File: src/rtl/color_expansion_blitter_assert.svh
// Assertion macros for the color expansion blitter RTL.
`ifndef COLOR_EXPANSION_BLITTER_ASSERT_SVH
`define COLOR_EXPANSION_BLITTER_ASSERT_SVH

// Same-cycle implication, checked outside reset.
`define CEBL_ASSERT_NOW(label, ante, cons, msg) \
    label: assert property (@(posedge i_clk) disable iff (!i_rst_n) (ante) |-> (cons)) \
        else $error(msg);

// Next-cycle implication, checked outside reset.
`define CEBL_ASSERT_NEXT(label, ante, cons, msg) \
    label: assert property (@(posedge i_clk) disable iff (!i_rst_n) (ante) |=> (cons)) \
        else $error(msg);

`endif

File: src/rtl/cebl_pkg.sv
// Package: shared types and register indexes of the color expansion blitter.
`timescale 1ns / 1ps
`default_nettype none

package cebl_pkg;

    // Configuration register indexes
    typedef enum logic [2:0] {
        REG_BYTES_PER_PIXEL = 3'd0,
        REG_LINE_PITCH      = 3'd1,
        REG_START_OFFSET    = 3'd2,
        REG_RECT_WIDTH      = 3'd3,
        REG_RECT_HEIGHT     = 3'd4,
        REG_FG_COLOR        = 3'd5,
        REG_BG_COLOR        = 3'd6,
        REG_OPAQUE_MODE     = 3'd7
    } t_reg_index;

    localparam int BPP_BITS   = 3;
    localparam int PITCH_BITS = 14;
    localparam int OFFS_BITS  = 24;
    localparam int DIM_BITS   = 13;
    localparam int COLOR_BITS = 32;

    // Static walk settings handed to the address generator
    typedef struct packed {
        logic [BPP_BITS-1:0]   bpp;     // effective bytes per pixel, 1..4
        logic [PITCH_BITS-1:0] pitch;
        logic [OFFS_BITS-1:0]  start;
    } t_walk_cfg;

    // Per-pixel position flags from the address generator
    typedef struct packed {
        logic row_end;
        logic last;
    } t_walk_flags;

endpackage

`default_nettype wire

File: src/rtl/cebl_addr_gen.sv
// Address generator: walks the rectangle and tracks the running byte address.
`timescale 1ns / 1ps
`default_nettype none

module cebl_addr_gen #(
    parameter int ADDR_BITS = 24,
    parameter int CW        = 12
) (
    input  wire logic                  i_clk,
    input  wire logic                  i_rst_n,
    input  wire logic                  i_restart,
    input  wire logic                  i_step,
    input  wire cebl_pkg::t_walk_cfg   i_cfg,
    input  wire logic [CW-1:0]         i_width_m1,
    input  wire logic [CW-1:0]         i_height_m1,
    output logic [ADDR_BITS-1:0]       o_pixel_addr,
    output cebl_pkg::t_walk_flags      o_flags
);

    logic [CW-1:0]        r_col;
    logic [CW-1:0]        r_row;
    logic [ADDR_BITS-1:0] r_row_start;
    logic [ADDR_BITS-1:0] r_pixel;
    logic [CW-1:0]        n_col;
    logic [CW-1:0]        n_row;
    logic [ADDR_BITS-1:0] n_row_start;
    logic [ADDR_BITS-1:0] n_pixel;
    logic [ADDR_BITS-1:0] w_start;
    logic [ADDR_BITS-1:0] w_next_row;

    assign w_start            = ADDR_BITS'(i_cfg.start);
    assign w_next_row         = r_row_start + ADDR_BITS'(i_cfg.pitch);
    assign o_flags.row_end    = (r_col == i_width_m1);
    assign o_flags.last       = o_flags.row_end && (r_row == i_height_m1);
    assign o_pixel_addr       = r_pixel;

    always_comb begin
        n_col       = r_col;
        n_row       = r_row;
        n_row_start = r_row_start;
        n_pixel     = r_pixel;
        if (i_restart || (i_step && o_flags.last)) begin
            n_col       = '0;
            n_row       = '0;
            n_row_start = w_start;
            n_pixel     = w_start;
        end else if (i_step && o_flags.row_end) begin
            n_col       = '0;
            n_row       = r_row + CW'(1);
            n_row_start = w_next_row;
            n_pixel     = w_next_row;
        end else if (i_step) begin
            n_col   = r_col + CW'(1);
            n_pixel = r_pixel + ADDR_BITS'(i_cfg.bpp);
        end
    end

    always_ff @(posedge i_clk) begin
        if (!i_rst_n) begin
            r_col       <= '0;
            r_row       <= '0;
            r_row_start <= '0;
            r_pixel     <= '0;
        end else begin
            r_col       <= n_col;
            r_row       <= n_row;
            r_row_start <= n_row_start;
            r_pixel     <= n_pixel;
        end
    end

endmodule

`default_nettype wire

File: src/rtl/cebl_color_fmt.sv
// Color formatter: places the pixel's color bytes in memory order.
`timescale 1ns / 1ps
`default_nettype none

module cebl_color_fmt #(
    parameter int BIG_ENDIAN_MEM = 0
) (
    input  wire logic [cebl_pkg::COLOR_BITS-1:0] i_color,
    input  wire logic [cebl_pkg::BPP_BITS-1:0]   i_bpp,
    input  wire logic                            i_we,
    output logic [cebl_pkg::COLOR_BITS-1:0]      o_bytes
);

    always_comb begin
        logic [1:0] src;
        src     = '0;
        o_bytes = '0;
        for (int k = 0; k < 4; k++) begin
            if (i_we && (3'(k) < i_bpp)) begin
                // big endian: byte k takes color byte (count-1-k)
                src = (BIG_ENDIAN_MEM != 0) ? 2'(i_bpp - 3'd1 - 3'(k)) : 2'(k);
                o_bytes[8*k +: 8] = i_color[8*src +: 8];
            end
        end
    end

endmodule

`default_nettype wire

File: src/rtl/color_expansion_blitter.sv
// Top level: monochrome color expansion blitter with config port and two-stage pipe.
//
//  Channel | Direction | Handshake                | Payload
//  --------+-----------+--------------------------+------------------------------------
//  in      | sink      | i_in_valid / o_in_ready  | i_mask_bit
//  out     | source    | o_out_valid / i_out_ready| o_byte_address, o_write_bytes,
//          |           |                          | o_byte_count, o_write_enable, o_last_pixel
//  cfg     | sink      | i_cfg_we (no wait)       | i_cfg_index, i_cfg_wdata
//
// One mask bit per cycle sustained while the output accepts; a result passes the input
// register, then the result register, before it leaves on the out channel.
// Address generation is one add per pixel (bytes per pixel, or line pitch at row end).
// Reset is synchronous, active low; the walk starts at offset zero after reset.
// Any register write restarts the walk at the start offset, the new one if it is written.
// A stalled output holds its result; with both registers full in_ready drops, so at
// most two transfers are held. The input register takes a transfer while the result
// register drains.
`timescale 1ns / 1ps
`default_nettype none

module color_expansion_blitter #(
    parameter int ADDR_BITS      = 24,
    parameter int MAX_DIM        = 4096,
    parameter int BIG_ENDIAN_MEM = 0
) (
    input  wire logic        i_clk,
    input  wire logic        i_rst_n,
    // config write port
    input  wire logic        i_cfg_we,
    input  wire logic [2:0]  i_cfg_index,
    input  wire logic [31:0] i_cfg_wdata,
    // mask bit input
    input  wire logic        i_in_valid,
    output logic             o_in_ready,
    input  wire logic        i_mask_bit,
    // pixel write output
    output logic             o_out_valid,
    input  wire logic        i_out_ready,
    output logic [23:0]      o_byte_address,
    output logic [31:0]      o_write_bytes,
    output logic [2:0]       o_byte_count,
    output logic             o_write_enable,
    output logic             o_last_pixel
);

    `include "color_expansion_blitter_assert.svh"

    // counter width and width used for dimension clamping
    localparam int CW     = $clog2(MAX_DIM);
    localparam int DW     = (cebl_pkg::DIM_BITS > CW + 1) ? cebl_pkg::DIM_BITS : CW + 1;
    localparam int AW_EXT = (ADDR_BITS > 24) ? ADDR_BITS : 24;

    // ---------------- configuration registers ----------------
    logic [cebl_pkg::BPP_BITS-1:0]   r_bpp;
    logic [cebl_pkg::PITCH_BITS-1:0] r_pitch;
    logic [cebl_pkg::OFFS_BITS-1:0]  r_start;
    logic [cebl_pkg::DIM_BITS-1:0]   r_rect_width;
    logic [cebl_pkg::DIM_BITS-1:0]   r_rect_height;
    logic [cebl_pkg::COLOR_BITS-1:0] r_fg;
    logic [cebl_pkg::COLOR_BITS-1:0] r_bg;
    logic                            r_opaque;

    always_ff @(posedge i_clk) begin
        if (!i_rst_n) begin
            r_bpp         <= 3'd1;
            r_pitch       <= '0;
            r_start       <= '0;
            r_rect_width  <= 13'd1;
            r_rect_height <= 13'd1;
            r_fg          <= '0;
            r_bg          <= '0;
            r_opaque      <= 1'b0;
        end else if (i_cfg_we) begin
            case (cebl_pkg::t_reg_index'(i_cfg_index))
                cebl_pkg::REG_BYTES_PER_PIXEL: r_bpp         <= i_cfg_wdata[2:0];
                cebl_pkg::REG_LINE_PITCH:      r_pitch       <= i_cfg_wdata[13:0];
                cebl_pkg::REG_START_OFFSET:    r_start       <= i_cfg_wdata[23:0];
                cebl_pkg::REG_RECT_WIDTH:      r_rect_width  <= i_cfg_wdata[12:0];
                cebl_pkg::REG_RECT_HEIGHT:     r_rect_height <= i_cfg_wdata[12:0];
                cebl_pkg::REG_FG_COLOR:        r_fg          <= i_cfg_wdata;
                cebl_pkg::REG_BG_COLOR:        r_bg          <= i_cfg_wdata;
                cebl_pkg::REG_OPAQUE_MODE:     r_opaque      <= i_cfg_wdata[0];
                default:                       r_opaque      <= r_opaque;
            endcase
        end
    end

    // ---------------- effective settings ----------------
    // dimension minus one, with zero acting as one and oversize as MAX_DIM
    function automatic logic [CW-1:0] dim_m1(input logic [cebl_pkg::DIM_BITS-1:0] raw);
        logic [DW-1:0] ext;
        logic [CW-1:0] res;
        ext = DW'(raw);
        if (ext == '0) begin
            res = '0;
        end else if (ext > DW'(MAX_DIM)) begin
            res = CW'(MAX_DIM - 1);
        end else begin
            res = CW'(ext - DW'(1));
        end
        return res;
    endfunction

    logic [cebl_pkg::BPP_BITS-1:0]  w_bpp_eff;
    logic [CW-1:0]                  w_width_m1;
    logic [CW-1:0]                  w_height_m1;
    logic [cebl_pkg::OFFS_BITS-1:0] w_start_next;
    cebl_pkg::t_walk_cfg            w_walk_cfg;

    always_comb begin
        case (r_bpp)
            3'd0:                      w_bpp_eff = 3'd1;
            3'd1, 3'd2, 3'd3, 3'd4:    w_bpp_eff = r_bpp;
            default:                   w_bpp_eff = 3'd4;
        endcase
    end

    // a restart caused by a start offset write must already use the new offset
    assign w_start_next = (i_cfg_we &&
                           (cebl_pkg::t_reg_index'(i_cfg_index) == cebl_pkg::REG_START_OFFSET))
                          ? i_cfg_wdata[23:0] : r_start;

    assign w_width_m1       = dim_m1(r_rect_width);
    assign w_height_m1      = dim_m1(r_rect_height);
    assign w_walk_cfg.bpp   = w_bpp_eff;
    assign w_walk_cfg.pitch = r_pitch;
    assign w_walk_cfg.start = w_start_next;

    // ---------------- pipeline control ----------------
    logic r_s1_valid;
    logic r_s1_mask;
    logic w_s1_adv;

    // stage 1 moves on when the result register is empty or draining
    assign w_s1_adv   = r_s1_valid && (!o_out_valid || i_out_ready);
    assign o_in_ready = !r_s1_valid || w_s1_adv;

    always_ff @(posedge i_clk) begin
        if (!i_rst_n) begin
            r_s1_valid <= 1'b0;
        end else if (o_in_ready) begin
            r_s1_valid <= i_in_valid;
        end
    end

    always_ff @(posedge i_clk) begin
        if (i_in_valid && o_in_ready) begin
            r_s1_mask <= i_mask_bit;
        end
    end

    // ---------------- walk and color ----------------
    logic [ADDR_BITS-1:0]  w_pixel_addr;
    cebl_pkg::t_walk_flags w_flags;
    logic                  w_we;
    logic [31:0]           w_color;
    logic [31:0]           w_bytes;
    logic [AW_EXT-1:0]     w_addr_ext;

    cebl_addr_gen #(
        .ADDR_BITS (ADDR_BITS),
        .CW        (CW)
    ) u_addr_gen (
        .i_clk        (i_clk),
        .i_rst_n      (i_rst_n),
        .i_restart    (i_cfg_we),
        .i_step       (w_s1_adv),
        .i_cfg        (w_walk_cfg),
        .i_width_m1   (w_width_m1),
        .i_height_m1  (w_height_m1),
        .o_pixel_addr (w_pixel_addr),
        .o_flags      (w_flags)
    );

    assign w_we       = r_s1_mask || r_opaque;
    assign w_color    = r_s1_mask ? r_fg : r_bg;
    assign w_addr_ext = AW_EXT'(w_pixel_addr);

    cebl_color_fmt #(
        .BIG_ENDIAN_MEM (BIG_ENDIAN_MEM)
    ) u_color_fmt (
        .i_color (w_color),
        .i_bpp   (w_bpp_eff),
        .i_we    (w_we),
        .o_bytes (w_bytes)
    );

    // ---------------- result register ----------------
    logic r_out_valid;

    always_ff @(posedge i_clk) begin
        if (!i_rst_n) begin
            r_out_valid <= 1'b0;
        end else if (w_s1_adv) begin
            r_out_valid <= 1'b1;
        end else if (i_out_ready) begin
            r_out_valid <= 1'b0;
        end
    end

    always_ff @(posedge i_clk) begin
        if (w_s1_adv) begin
            o_byte_address <= w_addr_ext[23:0];
            o_write_bytes  <= w_bytes;
            o_byte_count   <= w_bpp_eff;
            o_write_enable <= w_we;
            o_last_pixel   <= w_flags.last;
        end
    end

    assign o_out_valid = r_out_valid;

    // ---------------- assertions ----------------
    `CEBL_ASSERT_NOW(a_skip_no_bytes, o_out_valid && !o_write_enable,
        o_write_bytes == 32'd0, "skipped pixel carries color bytes")
    `CEBL_ASSERT_NOW(a_count_range, o_out_valid,
        (o_byte_count != 3'd0) && (o_byte_count <= 3'd4), "byte count out of range")
    `CEBL_ASSERT_NOW(a_ready_when_empty, !o_out_valid, o_in_ready,
        "input stalled with empty result register")
    `CEBL_ASSERT_NEXT(a_wrap_to_start, w_s1_adv && w_flags.last && !i_cfg_we,
        w_pixel_addr == ADDR_BITS'(r_start), "walk did not return to start after last pixel")

endmodule

`default_nettype wire
File: config.mk
export PLATFORM = sky130hd
export DESIGN_NAME = color_expansion_blitter
export DESIGN_NICKNAME = d
export VERILOG_FILES = /design/src/rtl/cebl_pkg.sv /design/src/rtl/cebl_addr_gen.sv /design/src/rtl/cebl_color_fmt.sv /design/src/rtl/color_expansion_blitter.sv
export VERILOG_INCLUDE_DIRS = /design/src /design/src/rtl
export SDC_FILE = /design/constraint.sdc
export NUM_CORES = 1
export LEC_CHECK = 0
export BUFFER_PORTS_ARGS = -buffer_cell sky130_fd_sc_hd__buf_2
export CAP_MARGIN = 30
export CORE_MARGIN = 2
export CORE_UTILIZATION = 37
export DETAILED_ROUTE_END_ITERATION = 10
export HOLD_SLACK_MARGIN = 0.02
export PLACE_DENSITY_LB_ADDON = 0.25
export SYNTH_ARGS = -nofsm -noshare
export SYNTH_HDL_FRONTEND = slang
export SYNTH_SLANG_ARGS = --single-unit
File: constraint.sdc
create_clock -name i_clk -period 5.3 [get_ports i_clk]
set_clock_uncertainty 0.1 [all_clocks]
set_input_delay 0.265 -clock i_clk [delete_from_list [all_inputs] [get_ports i_clk]]
set_output_delay 0.265 -clock i_clk [all_outputs]
set_load 0.02 [all_outputs]
Word level (Yosys, flattened, before mapping)
Cells that the tools add are included.
{ "word_totals": {"ram_bits": 0, "rom_bits": 0, "output_inout_bits": 63, "n_memories": 0, "wordCells": 97, "regBits": 268, "latchBits": 0} }
{ "classes": {"mul": 0, "bitwise": 1, "n_div": 0, "eq_ne": 13, "shifts": 0, "reduce_logical": 34, "mux": 14, "addsub": 6, "magnitude_cmp": 6} }
{ "op_table": {"columns": ["op", "n"], "rows": [
  ["2-to-1 mux 24 bit", 6],
  ["2-to-1 mux 12 bit", 4],
  ["2-to-1 mux 32 bit", 1],
  ["> comparator 13 bit, second input constant", 2],
  ["zero test 13 bit", 2],
  ["adder 12 x 1 -> 12 bit, second input constant", 2],
  ["adder 24 x 14 -> 24 bit", 1],
  ["adder 24 x 3 -> 24 bit", 1],
  ["== test 12 bit", 2],
  ["subtractor 12 x 1 -> 12 bit, second input constant", 2],
  ["AND reduction 2 bit", 8],
  ["== test 3 bit, second input constant", 5],
  ["== test 3 x 2 -> 1 bit, second input constant", 4],
  ["logical AND 1 bit", 10],
  ["== test 3 x 1 -> 1 bit, second input constant", 2],
  ["zero test 3 bit", 2],
  ["< comparator 1 x 3 -> 1 bit, first input constant", 2],
  ["< comparator 2 x 3 -> 1 bit, first input constant", 2],
  ["one-hot mux 3 bit (2 select lines)", 1],
  ["logical OR 1 bit", 4],
  ["nonzero test 2 bit", 2],
  ["OR reduction 4 bit", 1],
  ["nonzero test 3 bit", 1],
  ["OR reduction 3 bit", 1],
  ["4 further kinds", 6]
]} }

Longest topological paths before layout
{ "depth": {"depth_word": 8, "ltp_mapped": 16, "depth_no_buf": 14} }

Hierarchy
From an unflattened synthesis, not the netlist that was laid out.
{ "hier_totals": {"hier_cells": 1445, "area_unflattened_um2": 13251.5} }
{ "modules_own_cells": {"columns": ["module", "instances", "cells_each", "area_each_um2"], "rows": [
  ["color_expansion_blitter", 1, 776, 8015.2],
  ["cebl_addr_gen", 1, 631, 4996.0],
  ["cebl_color_fmt", 1, 38, 240.2]
]} }

Least setup slack after synthesis
OpenSTA, ideal clock, no wires.
{ "synth_path": {"path_type": "register to register", "startpoint": "reg r_out_valid (netlist: o_out_valid)", "endpoint": "reg u_addr_gen.r_pixel[18] (netlist: u_addr_gen.o_pixel_addr[18])", "stages_incl_launch_ff": 10, "slack_ns": 1.482, "period_less_slack_ns": 3.818, "n_path_buf": 2, "t_arrival_ns": 3.598, "required_ns": 5.080, "setup_time_ns": 0.120, "cell_sequence": "dfxtp_1 -> nor2b_1 -> nand2b_1 -> buf_6 -> clkinv_1 -> buf_1 -> o21ai_0 -> a21oi_1 -> nor2_1 -> o31a_1"} }
{ "synth_via": {"elab_chain_len": 6, "word_cells_on_any_way": 9, "cone_classes": "mux (2); reduce/logical (7)"} }
{ "synth_lines": {"columns": ["item", "line_no", "rtl"], "rows": [
  ["from (decl)", "color_expansion_blitter.sv:189", "logic r_out_valid;"],
  ["from (signal assigned)", "color_expansion_blitter.sv:193", "r_out_valid <= 1'b0;"],
  ["from (signal assigned)", "color_expansion_blitter.sv:195", "r_out_valid <= 1'b1;"],
  ["from (signal assigned)", "color_expansion_blitter.sv:197", "r_out_valid <= 1'b0;"],
  ["zero test 1 bit *", "color_expansion_blitter.sv:135", "assign w_s1_adv = r_s1_valid && (!o_out_valid || i_out_ready);"],
  ["logical OR 1 bit *", "color_expansion_blitter.sv:135", null],
  ["logical AND 1 bit *", "color_expansion_blitter.sv:135", null],
  ["via u_addr_gen.i_step", "cebl_addr_gen.sv:12", "input wire logic i_step,"],
  ["logical AND 1 bit (on tied branches)", "cebl_addr_gen.sv:47, cebl_addr_gen.sv:42", null],
  ["2-to-1 mux 24 bit or logical OR 1 bit (tied branches)", "cebl_addr_gen.sv:47, cebl_addr_gen.sv:42", null],
  ["2-to-1 mux 24 bit or nonzero test 3 bit (tied branches)", null, null],
  ["to (signal assigned)", "cebl_addr_gen.sv:68", "r_pixel <= n_pixel;"],
  ["to (decl)", "cebl_addr_gen.sv:23", "logic [ADDR_BITS-1:0] r_pixel;"]
]} }
Mark *: on every way through the listed nets, which the timed path passes. The rest lies on a longest branch.
A chain may end at the register's enable or synchronous reset.

Final worst setup path
{ "layout_path": {"startpoint": "reg r_rect_height[0] (netlist name)", "endpoint": "reg u_addr_gen.r_pixel[14] (netlist: u_addr_gen.o_pixel_addr[14])"} }
{ "layout_via": {"elab_chain_len": 8, "word_cells_on_any_way": 11, "cone_classes": "add/sub (1); order compare (1); eq/ne (1); mux (3); reduce/logical (5)"} }
{ "layout_lines": {"columns": ["item", "line_no", "rtl"], "rows": [
  ["from (decl)", "color_expansion_blitter.sv:58", "logic [cebl_pkg::DIM_BITS-1:0] r_rect_height;"],
  ["from (signal assigned)", "color_expansion_blitter.sv:79", "cebl_pkg::REG_RECT_HEIGHT: r_rect_height <= i_cfg_wdata[12:0];"],
  ["subtractor 12 x 1 -> 12 bit or > comparator 13 bit (tied branches)", "color_expansion_blitter.sv:99, color_expansion_blitter.sv:96", null],
  ["2-to-1 mux 12 bit", "color_expansion_blitter.sv:96", "end else if (ext > DW'(MAX_DIM)) begin"],
  ["2-to-1 mux 12 bit *", "color_expansion_blitter.sv:94", "if (ext == '0) begin"],
  ["== test 12 bit *", "cebl_addr_gen.sv:34", "assign o_flags.last = o_flags.row_end && (r_row == i_height_m1);"],
  ["logical AND 1 bit *", "cebl_addr_gen.sv:34", null],
  ["logical AND 1 bit *", "cebl_addr_gen.sv:42", "if (i_restart || (i_step && o_flags.last)) begin"],
  ["logical OR 1 bit *", "cebl_addr_gen.sv:42", null],
  ["nonzero test 3 bit (no line) or 2-to-1 mux 24 bit (tied branches)", null, null]
]} }
Every way passes the cells marked *; elsewhere a longest branch is shown, timed or not.

==> results.md <==
* Slowest stage delay, CP at 0.69 ns
* Critical path fanouts, max at 16
* Post-Synthesis Cells at 1535
* Overflow after GRT at 0
* Port Buffer Count at 103
* Setup Viol. Count Final at 0
* Via Count at 11600
* Largest net degree at the start of global routing at 84
* Startpoint class of the critical path: flip-flop
* Cell Rows at 68
* Crit Path Class: flip-flop to flip-flop
* Clock Sink Count at 268
* Pwr/cell area at 322 nW/µm²
* I/O pin total at 104
* Worst path arrival time at 5.03 ns
* Chip Height at 192 µm
* Setup TNS Final at 0 ns
* Final Core Density at 44.5%
* Hold crit path type: primary input to flip-flop
* Post-synthesis sequential area ratio at 45.6%
* Final Cycle Share at 88.3%
* Clock Pin Slew Worst Setup and Hold Paths at 0.06 ns
* Synth cell types at 94
* Min Tclk post-route at 4.68 ns
* Max-slew violation count at 0
* Drt via density at 5.47
* RR Startpoint: r_rect_height[0]
* Initial antenna violation count at 0
* Critical-path top delay cell: o41ai_2
* Final WS setup at 0.619 ns
* Worst Reg-to-Reg Cells at 12
* Crit Reg-Reg Endpoint: u_addr_gen.o_pixel_addr[14]
* Post-route DRC violation count at 0
* DRT iter0 DRCs at 845
* RSZ-0062 raised after global routing: no
* Postcts setup bufs at 0
* Max clock buf depth at 3
* Hold Vio Cnt, Final at 0
* Syn Area/Cell at 8.55 µm²
* Share of layout cells above drive strength 1 at 12.6%
* Most numerous cell on the critical path: a21oi_1
* First-pass GRT wire length at 61700 µm
* Worst path buffer plus inverter count at 1
* R2R setup slack at 0.62 ns
* Post-DR wirelength/cell at 18.6 µm
* Commonest non-fill, non-tap cell in the layout: nand2_1
* EDFF count, synth at 62
* Post-Route WL at 39200 µm
* Fillers at 3463
* Final HPWL DP at 27200 µm
* Worst Max-Slew Pin Slew at 0.956 ns
* Max cap viols at 0
* Vias in the first global route at 10700
* CP Depth at 12
* Pre-antenna DRT Iters at 5
* Antenna Nets Post-Route at 0
* Flops & latches, synth at 268
* Initial core utilization at 37.8%
* CTS Hold Buffers Added at 38
* Hold path startpoint: i_cfg_index[1]
* Setup crit start: r_rect_height[0]
* Leak Pwr at 5.50 nW
* Synth-to-Final Area Change at 17.5%
* Synthesized cell area at 13100 µm²
* Die width at 192 µm
* Post-CTS Resized at 0
* Worst Path Required at 5.65 ns
* Ant diodes at 0
* Nets at 1697
* Core area at 34700 µm²
* Placer Congestion at 0.892
* Ys Warns at 0
* Cell Chain, Critical Path: inv_1 > ha_1 > or3b_1 > o41ai_2 > a21oi_1 > nand3_1 > o2111ai_1 > nor4_1 > nand2_1 > o21ai_0 > a21oi_1 > o221a_2
* Root Buffer: clkbuf_16
* Worst slew margin at 36.0%
* Die area at 37000 µm²
* Max Clk Rate at 214 MHz
* Gr usage total at 21.1%
* Family with the most delay on the worst path: simple AND/OR/NAND/NOR gates
* Status: finished, final reports clean
* Dominant synthesized flop cell: dfxtp_1
* Worst Setup EP: u_addr_gen.o_pixel_addr[14]
* Commonest cells after routing, fill and taps aside: 301 x nand2_1, 206 x dfxtp_1, 179 x a21oi_1
* Peak supply drop at 0.234 mV
* Setup slack after placement at 0.627 ns
* CTS Buf Count at 30
* H-tree levels at 1
* Crit path capture type: flip-flop
* Post-synth ARST share at 0%
* Post-synth net total at 1599
* Clock latency at the later pin of the worst-skew pair at 0.57 ns
* TritonCTS clock tree: built
==> per-layer routing <==
layer / wire length, µm / GRT usage (%) / vias to the layer above
li1: - / - / 5622
met1: 17900 / 29.4 / 5564
met2: 18500 / 34.7 / 333
met3: 2170 / 3.13 / 41
met4: 653 / 4.64 / 0
met5: 0 / 0 / -
==> metrics by stage <==
stage / power [W] / hold slack [ns] / std cells / cell area (µm²)
CTS: 0.00501 / 0.0282 / 2112 / 15400
global route: 0.00516 / 0.0636 / 2112 / 15400
detailed placement: 0.00272 / 0.337 / 2018 / 13900
floorplan: 0.00256 / 0.264 / 1535 / 13100
global placement: 0.00272 / 0.341 / 2017 / 13900
finish: 0.00497 / 0.0462 / 2112 / 15400
==> state kept, by name (all words and copies together) (netlist names) <==
register / cells
r_bpp: 3
o_byte_count: 3
o_byte_address: 24
u_addr_gen.r_row: 12
r_start: 24
o_write_bytes: 32
o_last_pixel: 1
r_s1_valid: 1
u_addr_gen.o_pixel_addr: 24
u_addr_gen.r_row_start: 24
o_out_valid: 1
r_bg: 32
r_rect_width: 13
r_fg: 32
r_opaque: 1
o_write_enable: 1
u_addr_gen.r_col: 12
r_rect_height: 13
r_s1_mask: 1
r_pitch: 14
==> report_power, final <==
part | switching, W | leakage, nW | internal (W)
Clock | 0.000860 | 0.538 | 0.00141
Sequential | 0.0000432 | 2.25 | 0.00215
Combinational | 0.000344 | 2.71 | 0.000167
==> worst min path at each step <==
stage | end | slack, ns | cells past startpoint
2_1_floorplan | r_s1_mask | 0.26 | 0
3_3_place_gp | r_fg[27] | 0.34 | 2
3_5_place_dp | o_byte_address[23] | 0.34 | 0
4_1_cts | r_opaque | 0.03 | 4
5_1_grt | r_opaque | 0.06 | 4
6_report | r_opaque | 0.05 | 4
==> worst reg2reg max path, stage by stage, from the launching register on <==
cell and delay, ns:
dfxtp_1 0.37, inv_1 0.10, ha_1 0.19, or3b_1 0.52, o41ai_2 0.69, a21oi_1 0.14, nand3_1 0.15, o2111ai_1 0.13
nor4_1 0.66, nand2_1 0.61, o21ai_0 0.55, a21oi_1 0.17, o221a_2 0.18
==> cells in the mapped netlist, types with 5 or more instances <==
master    count  area (µm²)
edfxtp_1     62        1860
or3_1        15        93.8
dfxtp_1     206        4120
nor2_1      150         563
or4_1        11        82.6
and3_1       16         100
nor3_1       30         150
ha_1         21         263
a211oi_1      5        37.5
nor3b_1       7        52.6
nand2_1     301        1130
o21ai_0      44         220
nand3_1      29         145
o22ai_1      15        93.8
a311oi_1      5        43.8
o221ai_1      7        61.3
and2_1        7        43.8
xor2_1       24         210
a31oi_1      15        93.8
o31a_1        6        52.6
buf_6         5        56.3
mux2i_1      55         551
or2_2         5        31.3
nand4_1      16         100
o211ai_1      9        67.6
xnor2_1      33         289
buf_2        10        50.1
a21o_1       11        82.6
o21a_1        5        37.5
o21ai_1       7        35.0
inv_1        24        90.1
clkbuf_1     68         255
nor2b_1       5        31.3
nand2b_1     14        87.6
nor4_1       11        68.8
a21oi_1     179         896
a221oi_1      6        52.6
==> final cells by class <==
type | instances | area [µm²] | area share, %
clock buffers | 45 | 931 | 6.03
clock inverters | 11 | 179 | 1.16
inverters | 27 | 105 | 0.681
multi-input cells | 1149 | 6650 | 43.1
flip-flops and latches | 268 | 5990 | 38.8
well taps | 455 | 569 | 3.69
repair buffers | 157 | 1020 | 6.58
==> logic make-up after synthesis <==
group	count (synthesis)	synth area share [%]
and+or+nand+nor	645	22.6
AOI/OAI and AO/OA	366	17.2
buffers and inverters	118	3.96
DFF	268	45.6
adders and majority gates	23	2.31
xor gates and xnor gates	57	3.80
muxes	58	4.45
No activity file was read; power rests on OpenSTA's default activity.
